**src/hdl/psll_pkg.sv**
```systemverilog
package psll_pkg;

	localparam int IDW  = 6;
	localparam int KW   = 64;
	localparam int CNTW = 7;
	localparam int STW  = 2;
	localparam int RTW  = 4;

	localparam logic [RTW-1:0] REQ_INS_BEFORE  = 4'd0;
	localparam logic [RTW-1:0] REQ_INS_AFTER   = 4'd1;
	localparam logic [RTW-1:0] REQ_FREE        = 4'd2;
	localparam logic [RTW-1:0] REQ_MOVE_BEFORE = 4'd3;
	localparam logic [RTW-1:0] REQ_MOVE_AFTER  = 4'd4;
	localparam logic [RTW-1:0] REQ_UPDATE_KEY  = 4'd5;
	localparam logic [RTW-1:0] REQ_PUSH_FRONT  = 4'd6;
	localparam logic [RTW-1:0] REQ_PUSH_BACK   = 4'd7;
	localparam logic [RTW-1:0] REQ_POP_FRONT   = 4'd8;
	localparam logic [RTW-1:0] REQ_POP_BACK    = 4'd9;
	localparam logic [RTW-1:0] REQ_PEEK_FRONT  = 4'd10;
	localparam logic [RTW-1:0] REQ_PEEK_BACK   = 4'd11;

	localparam logic [STW-1:0] ST_OK     = 2'd0;
	localparam logic [STW-1:0] ST_FULL   = 2'd1;
	localparam logic [STW-1:0] ST_EMPTY  = 2'd2;
	localparam logic [STW-1:0] ST_NOT_IN = 2'd3;

	typedef enum logic [2:0] {
		CLS_INS,
		CLS_FREE,
		CLS_MOVE,
		CLS_UPD,
		CLS_TAKE,
		CLS_NOP
	} cls_t;

	// where a link operation finds its reference node
	typedef enum logic [1:0] {
		SEL_REF,
		SEL_HEAD,
		SEL_TAIL
	} sel_t;

	typedef struct packed {
		cls_t           cls;
		sel_t           sel;
		logic           after;
		logic           need_ref;
		logic           use_key;
		logic           remove;
		logic           at_tail;
		logic [IDW-1:0] ref_node;
		logic [IDW-1:0] src_node;
		logic [KW-1:0]  key;
	} cmd_t;

endpackage

```
**src/hdl/psll_req_if.sv**
```systemverilog
interface psll_req_if #(parameter int DATA_WIDTH = 32);
	logic                       valid;
	logic                       ready;
	logic [psll_pkg::RTW-1:0]   req_type;
	logic [psll_pkg::IDW-1:0]   ref_node;
	logic                       ref_is_null;
	logic [psll_pkg::IDW-1:0]   src_node;
	logic [psll_pkg::KW-1:0]    key_in;
	logic [DATA_WIDTH-1:0]      data_in;

	modport source (output valid, req_type, ref_node, ref_is_null, src_node, key_in, data_in,
		input ready);
	modport sink (input valid, req_type, ref_node, ref_is_null, src_node, key_in, data_in,
		output ready);
endinterface

```
**src/hdl/psll_front.sv**
```systemverilog
module psll_front #(
	parameter int DATA_WIDTH = 32
) (
	input  logic                   clk,
	input  logic                   arst_n,
	psll_req_if.sink               req,
	output psll_pkg::cmd_t         cmd,
	output logic [DATA_WIDTH-1:0]  cmd_data,
	output logic                   cmd_valid,
	input  logic                   cmd_pop
);
	psll_pkg::cmd_t        cls_c;
	psll_pkg::cmd_t        cmd_q [2];
	logic [DATA_WIDTH-1:0] dat_q [2];
	logic                  wp_q, rp_q;
	logic [1:0]            cnt_q;
	logic                  push;

	always_comb begin
		cls_c          = '0;
		cls_c.cls      = psll_pkg::CLS_NOP;
		cls_c.sel      = psll_pkg::SEL_REF;
		cls_c.ref_node = req.ref_node;
		cls_c.src_node = req.src_node;
		cls_c.key      = req.key_in;
		unique case (req.req_type)
			psll_pkg::REQ_INS_BEFORE: begin
				cls_c.cls     = psll_pkg::CLS_INS;
				cls_c.use_key = 1'b1;
				if (req.ref_is_null) begin
					cls_c.sel   = psll_pkg::SEL_TAIL;
					cls_c.after = 1'b1;
				end else begin
					cls_c.need_ref = 1'b1;
				end
			end
			psll_pkg::REQ_INS_AFTER: begin
				cls_c.cls     = psll_pkg::CLS_INS;
				cls_c.use_key = 1'b1;
				if (req.ref_is_null) begin
					cls_c.sel = psll_pkg::SEL_HEAD;
				end else begin
					cls_c.need_ref = 1'b1;
					cls_c.after    = 1'b1;
				end
			end
			psll_pkg::REQ_FREE:        cls_c.cls = psll_pkg::CLS_FREE;
			psll_pkg::REQ_MOVE_BEFORE: cls_c.cls = psll_pkg::CLS_MOVE;
			psll_pkg::REQ_MOVE_AFTER: begin
				cls_c.cls   = psll_pkg::CLS_MOVE;
				cls_c.after = 1'b1;
			end
			psll_pkg::REQ_UPDATE_KEY:  cls_c.cls = psll_pkg::CLS_UPD;
			psll_pkg::REQ_PUSH_FRONT: begin
				cls_c.cls = psll_pkg::CLS_INS;
				cls_c.sel = psll_pkg::SEL_HEAD;
			end
			psll_pkg::REQ_PUSH_BACK: begin
				cls_c.cls   = psll_pkg::CLS_INS;
				cls_c.sel   = psll_pkg::SEL_TAIL;
				cls_c.after = 1'b1;
			end
			psll_pkg::REQ_POP_FRONT: begin
				cls_c.cls    = psll_pkg::CLS_TAKE;
				cls_c.remove = 1'b1;
			end
			psll_pkg::REQ_POP_BACK: begin
				cls_c.cls     = psll_pkg::CLS_TAKE;
				cls_c.remove  = 1'b1;
				cls_c.at_tail = 1'b1;
			end
			psll_pkg::REQ_PEEK_FRONT:  cls_c.cls = psll_pkg::CLS_TAKE;
			psll_pkg::REQ_PEEK_BACK: begin
				cls_c.cls     = psll_pkg::CLS_TAKE;
				cls_c.at_tail = 1'b1;
			end
			default: cls_c.cls = psll_pkg::CLS_NOP;
		endcase
	end

	assign req.ready = (cnt_q != 2'd2);
	assign push      = req.valid && req.ready;
	assign cmd_valid = (cnt_q != 2'd0);
	assign cmd       = cmd_q[rp_q];
	assign cmd_data  = dat_q[rp_q];

	always_ff @(posedge clk) begin
		if (push) begin
			cmd_q[wp_q] <= cls_c;
			dat_q[wp_q] <= req.data_in;
		end
	end

	always_ff @(posedge clk or negedge arst_n) begin
		if (!arst_n) begin
			wp_q  <= 1'b0;
			rp_q  <= 1'b0;
			cnt_q <= 2'd0;
		end else begin
			if (push) begin
				wp_q <= ~wp_q;
			end
			if (cmd_pop) begin
				rp_q <= ~rp_q;
			end
			if (push && !cmd_pop) begin
				cnt_q <= cnt_q + 2'd1;
			end else if (!push && cmd_pop) begin
				cnt_q <= cnt_q - 2'd1;
			end
		end
	end
endmodule

```
**src/flat_wrapper.sv**
```systemverilog
// flat-port wrapper written by rule: the top's interface ports become plain ports
module psll_front_flat 
#(
	parameter int DATA_WIDTH = 32
)
  (clk, arst_n, cmd, cmd_data, cmd_valid, cmd_pop, req_valid, req_req_type, req_ref_node, req_ref_is_null, req_src_node, req_key_in, req_data_in, req_ready);
  psll_req_if #(.DATA_WIDTH(DATA_WIDTH)) req_i ();
  input  logic clk;
  input  logic arst_n;
  output psll_pkg::cmd_t cmd;
  output logic [DATA_WIDTH-1:0] cmd_data;
  output logic cmd_valid;
  input  logic cmd_pop;
  input wire logic [$bits(req_i.valid)-1:0] req_valid;
  input wire logic [$bits(req_i.req_type)-1:0] req_req_type;
  input wire logic [$bits(req_i.ref_node)-1:0] req_ref_node;
  input wire logic [$bits(req_i.ref_is_null)-1:0] req_ref_is_null;
  input wire logic [$bits(req_i.src_node)-1:0] req_src_node;
  input wire logic [$bits(req_i.key_in)-1:0] req_key_in;
  input wire logic [$bits(req_i.data_in)-1:0] req_data_in;
  output wire logic [$bits(req_i.ready)-1:0] req_ready;
  assign req_i.valid = req_valid;
  assign req_i.req_type = req_req_type;
  assign req_i.ref_node = req_ref_node;
  assign req_i.ref_is_null = req_ref_is_null;
  assign req_i.src_node = req_src_node;
  assign req_i.key_in = req_key_in;
  assign req_i.data_in = req_data_in;
  assign req_ready = req_i.ready;
  psll_front #(.DATA_WIDTH(DATA_WIDTH)) u_core (.clk(clk), .arst_n(arst_n), .req(req_i), .cmd(cmd), .cmd_data(cmd_data), .cmd_valid(cmd_valid), .cmd_pop(cmd_pop));
endmodule
```
**config.mk**
```make
export PLATFORM = sky130hd
export DESIGN_NAME = psll_front_flat
export DESIGN_NICKNAME = d
export VERILOG_FILES = /design/src/hdl/psll_pkg.sv /design/src/hdl/psll_req_if.sv /design/src/hdl/psll_front.sv /design/src/flat_wrapper.sv
export SDC_FILE = /design/constraint.sdc
export NUM_CORES = 1
export LEC_CHECK = 0
export ABC_CLOCK_PERIOD_IN_PS = 19000
export BUFFER_PORTS_ARGS = -buffer_cell sky130_fd_sc_hd__buf_2
export CORE_ASPECT_RATIO = 0.7
export CORE_MARGIN = 2
export CORE_UTILIZATION = 30
export DETAILED_ROUTE_END_ITERATION = 8
export GPL_ROUTABILITY_DRIVEN = 1
export PLACE_DENSITY = 0.49
export REMOVE_ABC_BUFFERS = 1
export SYNTH_ARGS = -nofsm -noshare
export SYNTH_HDL_FRONTEND = slang
export SYNTH_SLANG_ARGS = --single-unit
export TNS_END_PERCENT = 30
```
**constraint.sdc**
```tcl
create_clock -name clk -period 19 [get_ports clk]
set_input_delay 3.8 -clock clk [delete_from_list [all_inputs] [get_ports clk]]
set_output_delay 3.8 -clock clk [all_outputs]
set_load 0.01 [all_outputs]
```
; After elaboration in Yosys (flattened, before gate mapping)
; Memories as Yosys holds them, arrays and structs flattened.
; Cells that the tools add are included.
[word_totals]
reg_bits = 4
mem_bits_rw = 236
input_bits = 117
out_inout_bits = 120
elab_cells = 49
mem_count = 2
[op_classes]
addsub = 2
n_eq_ne = 12
n_mux = 14
n_bitwise = 2
reduce_logical = 14
[memory_table]
columns = memory, words, width, read_ports, rd_clocked_by_memory_dff, wr, line_no
row1 = u_core.cmd_q, 2, 86, 1, 0, 1, psll_front.sv:13  ; psll_pkg::cmd_t cmd_q [2];
row2 = u_core.dat_q, 2, 32, 1, 0, 1, psll_front.sv:14  ; logic [DATA_WIDTH-1:0] dat_q [2];
[op_table]
columns = cell, n
row1 = $eq 4x3->1 const B, 4
row2 = $eq 4x4->1 const B, 4
row3 = $pmux 3 s5, 1
row4 = $eq 4x2->1 const B, 2
row5 = $pmux 2 s4, 1
row6 = $reduce_or 2->1, 4
row7 = $reduce_or 4->1, 2
row8 = $mux 1, 6
row9 = $mux 2, 3
row10 = $eq 4x1->1 const B, 1
row11 = $logic_not 4->1, 1
row12 = $pmux 2 s2, 1
row13 = $reduce_bool 2->1, 2
row14 = $logic_and 1x1->1, 3
row15 = $mux 3, 1
row16 = $pmux 1 s3, 1
row17 = $add 2x1->2 const B, 1
row18 = $logic_not 1->1, 2
row19 = $ne 2x2->1 const B, 1
row20 = $not 1->1, 2
row21 = $sub 2x1->2 const B, 1

; Logic depth before layout (Yosys ltp)
[logic_depth]
ltp_word = 6
ltp_mapped = 7
mapped_depth_nobuf = 7

; Worst setup path before layout
; OpenSTA, ideal clock, no wires.
[synth_path]
path_kind = input to register
start = in req_valid
end = mem u_core.cmd_q[0][0] in the netlist's numbering (enable)
setup_ns = 0.596
arrival_ns = 8.797
required_ns = 18.404
path_slack_ns = 9.607
cell_stages = 2
path_buffers = 0
path_cell_list = nand2_1 -> nor2_1
[synth_between]
elab_chain_len = 3
[synth_rtl]
columns = item, line_no
row1 = "start, declared", flat_wrapper.sv:14  ; input wire logic [$bits(req_i.valid)-1:0] req_valid;
row2 = $logic_and 1x1->1, psll_front.sv:82  ; assign push = req.valid && req.ready;
row3 = $mux 1, psll_front.sv:88  ; if (push) begin
row4 = $mux 1 (not written as such), psll_front.sv:89  ; cmd_q[wp_q] <= cls_c;
row5 = "end, declared", psll_front.sv:13
; No other way between the ends.

; Worst setup path after layout
[layout_path]
start = reg u_core.rp_q
end = out cmd_data[15]
[layout_between]
elab_chain_len = 1
[layout_rtl]
columns = item, line_no
row1 = "start, declared", psll_front.sv:15  ; logic wp_q, rp_q;
row2 = "start signal, assigned", psll_front.sv:104  ; rp_q <= ~rp_q;
row3 = $mem_v2 2x32, n/a
row4 = "end, declared", flat_wrapper.sv:11  ; output logic [DATA_WIDTH-1:0] cmd_data;
; No other way between the ends.

==> impl_results.md <==
- Lkg Pwr: 4.60 nW
- Sequential element share of the synthesized area: 76.7%
- Clock sinks: 240
- Core area: 30,900 um2
- Cell taking the most area after synthesis: edfxtp_1
- Post-CTS sizing: 0
- Place WS: 13.02 ns
- Post-synth top area share: 75.6%
- Detail Route Antenna Nets: 0
- Largest net degree at the start of global routing: 62
- Port Buffers: 236
- Synth area leaders: edfxtp_1 76%, mux2_4 16%, buf_12 2.3%, mux2_2 2.3%, dfrtp_1 1.1%
- Worst-Skew Late Latency: 0.52 ns
- Final hold violation count: 0
- CP Capture Type: primary output
- GRT overflow: 0
- YS warnings: 0
- Slew HR: 30.5%
- Slowest Stage Delay on Critical Path: 0.86 ns
- Total Routing Usage GR: 10.9%
- Ports: 237
- Fmax: 155 MHz
- Final setup vio count: 0
- Worst Max-Slew Pin Slew: 1.04 ns
- Setup TNS: 0 ns
- CP Launch Type: flop
- Worst-path maximum fanout: 58
- Die ar.: 32,700 um2
- GPL Wtd Cong: 0.741
- First-pass DRT Iterations: 8
- Clock transition at the registers of the reported paths: 0.06 ns
- DIE WIDTH: 215 um
- CTS tree: yes
- Vias per Instance: 4.13
- Number of global-route vias before repair: 4,846
- Power Dens Cells: 156 nW/um2
- Post-Synthesis Cells: 412
- Starting DRT DRC Count: 171
- Clock buffer depth: 3
- Post-route DRC violation count: 0
- Die Span Y: 152 um
- Synthesized area: 9380 um2
- Final nets: 782
- Post-synth top cells: 236 x edfxtp_1, 99 x mux2_4, 19 x mux2_2, 11 x buf_12, 7 x nor2_1
- Critical Path RT: 15.20 ns
- Max cap viols: 0
- Final worst-path cycle share: 34.1%
- Syn Area/Cell: 22.8 um2
- Worst hold path type: reg2reg
- Slew Viols, Final: 0
- CP max-delay cell: buf_4
- Worst EP arrival: 2.67 ns
- CTS Hold Bufs: 0
- Cell row count: 54
- Crit-path cells: buf_4 -> mux2_2 -> buf_2
- RSZ-0062 raised after global routing: no
- Ratio of cells with drive above 1 in the final layout: 58.3%
- Asr flop ratio synth: 1.67%
- Worst clock skew: 0.00672 ns
- Clock buffer count from CTS: 26
- Number of enable flip-flop cells after synthesis: 236
- WL per Instance: 16.8 um
- Worst VDD drop: 0.0792 mV
- Worst setup slack after layout: 12.53 ns
- DP HPWL: 12.3 mm
- Htree depth: 1
- Top-count cell post-synth: edfxtp_1
- WS Path Type: reg2out
- Starting density of the core: 30.3%
- CTS Root Cell: clkbuf_16
- Status: completed
- Post-CTS setup buffer count: 0
- Yosys reg bits: 240
- DR vias: 4,566
- Post-Route WL: 18.5 mm
- Initial antenna violation count: 7
- Commonest register cell after synthesis: edfxtp_1
- First-pass GRT wire length: 27.8 mm
- Synth unique cells: 29
- Final min period: 6.47 ns
- Area delta synth->final: 25.3%
-- per-layer routing --
metal  vias to the layer above  GRT usage (%)  part of all wire (%)
met5                         -              0                  0.23
met2                       157           17.7                    46
met4                         6           2.36                   1.8
li1                       2139              -                     -
met1                      2234           13.2                    43
met3                        30           5.19                   9.6
-- worst max-delay path, delay by kind of cell (launching register included) --
family / cells / cell delay (ns)
flip-flops: 1 / 0.65
buffers and inverters: 2 / 1.00
multiplexers: 1 / 0.42
-- final timing paths --
| path | from | endpoint | slack (ns) | cells after the start |
|---|---|---|---|---|
| worst min register to register | u_core.cnt_q[1] | u_core.cnt_q[1] | 0.49 | 1 |
| worst max register to register | u_core.cnt_q[0] | u_core.dat_q[1][21] | 16.43 | 3 |
| max in group asynchronous | arst_n | u_core.rp_q | 15.77 | 1 |
| worst max-delay path | u_core.rp_q | cmd_data[15] | 12.53 | 3 |
| worst min-delay path | u_core.cnt_q[1] | u_core.cnt_q[1] | 0.49 | 1 |
| min in group asynchronous | arst_n | u_core.rp_q | 3.08 | 1 |
-- power breakdown --
part / leakage (nW) / switching (mW) / total, mW / internal, mW
Sequential: 2.24 / 0.0390 / 0.766 / 0.727
Combinational: 1.94 / 0.283 / 0.559 / 0.277
Clock: 0.413 / 0.195 / 0.508 / 0.314
-- metrics by stage --
stage	total power, mW	area (um2)	util, %	cells	hold slack (ns)
floorplan	1.21	9110	-	395	0.456
global placement	1.34	10900	35.1	1056	0.474
detailed placement	1.35	10900	35.1	1056	0.487
CTS	1.87	11700	37.9	1103	0.494
global route	1.93	11700	37.9	1104	0.542
finish	1.83	11700	38.0	1106	0.491
-- state kept, by name, indices dropped and copies added (netlist names) --
signal / flops
u_core.dat_q: 64
u_core.rp_q: 1
u_core.cmd_q: 172
u_core.wp_q: 1
u_core.cnt_q: 2
-- final cells by class --
cell class	instances	area, um2
multi-input combinational	153	1930
sequential	240	7190
timing repair buffer	241	1220
antenna	3	7.51
clock inverter	12	160
clock buffer	35	706
tap	420	526
fill	2967	19200
inverter	2	7.51
-- cell families (layout without fill, tap and decap cells) --
kind of cell	Yosys count	count (layout)	synth area share, %
and+or+nand+nor	23	23	1.29
xor gates and xnor gates	5	5	0.467
buffers and inverters	19	290	2.90
DFF	240	240	76.7
other	0	3	0
muxes	119	119	18.2
AOI/OAI and AO/OA	5	5	0.307
adders and majority gates	1	1	0.133
-- layout by cell type (no fill, tap or decap), drive strengths merged --
cell type,instances
bufinv,4
nor3,1
mux2i,1
diode,3
nand2,3
o21ai,1
edfxtp,236
nor2b,2
clkbuf,35
or2,1
nand2b,2
a32oi,1
clkinv,6
xnor2,2
and3,1
inv,2
mux2,118
nand3b,2
a21oi,3
and2,1
nor2,7
ha,1
buf,241
nor4,1
clkinvlp,2
and3b,1
nand3,1
xor2,3
dfrtp,4
Power figures use the tool's default switching activity.
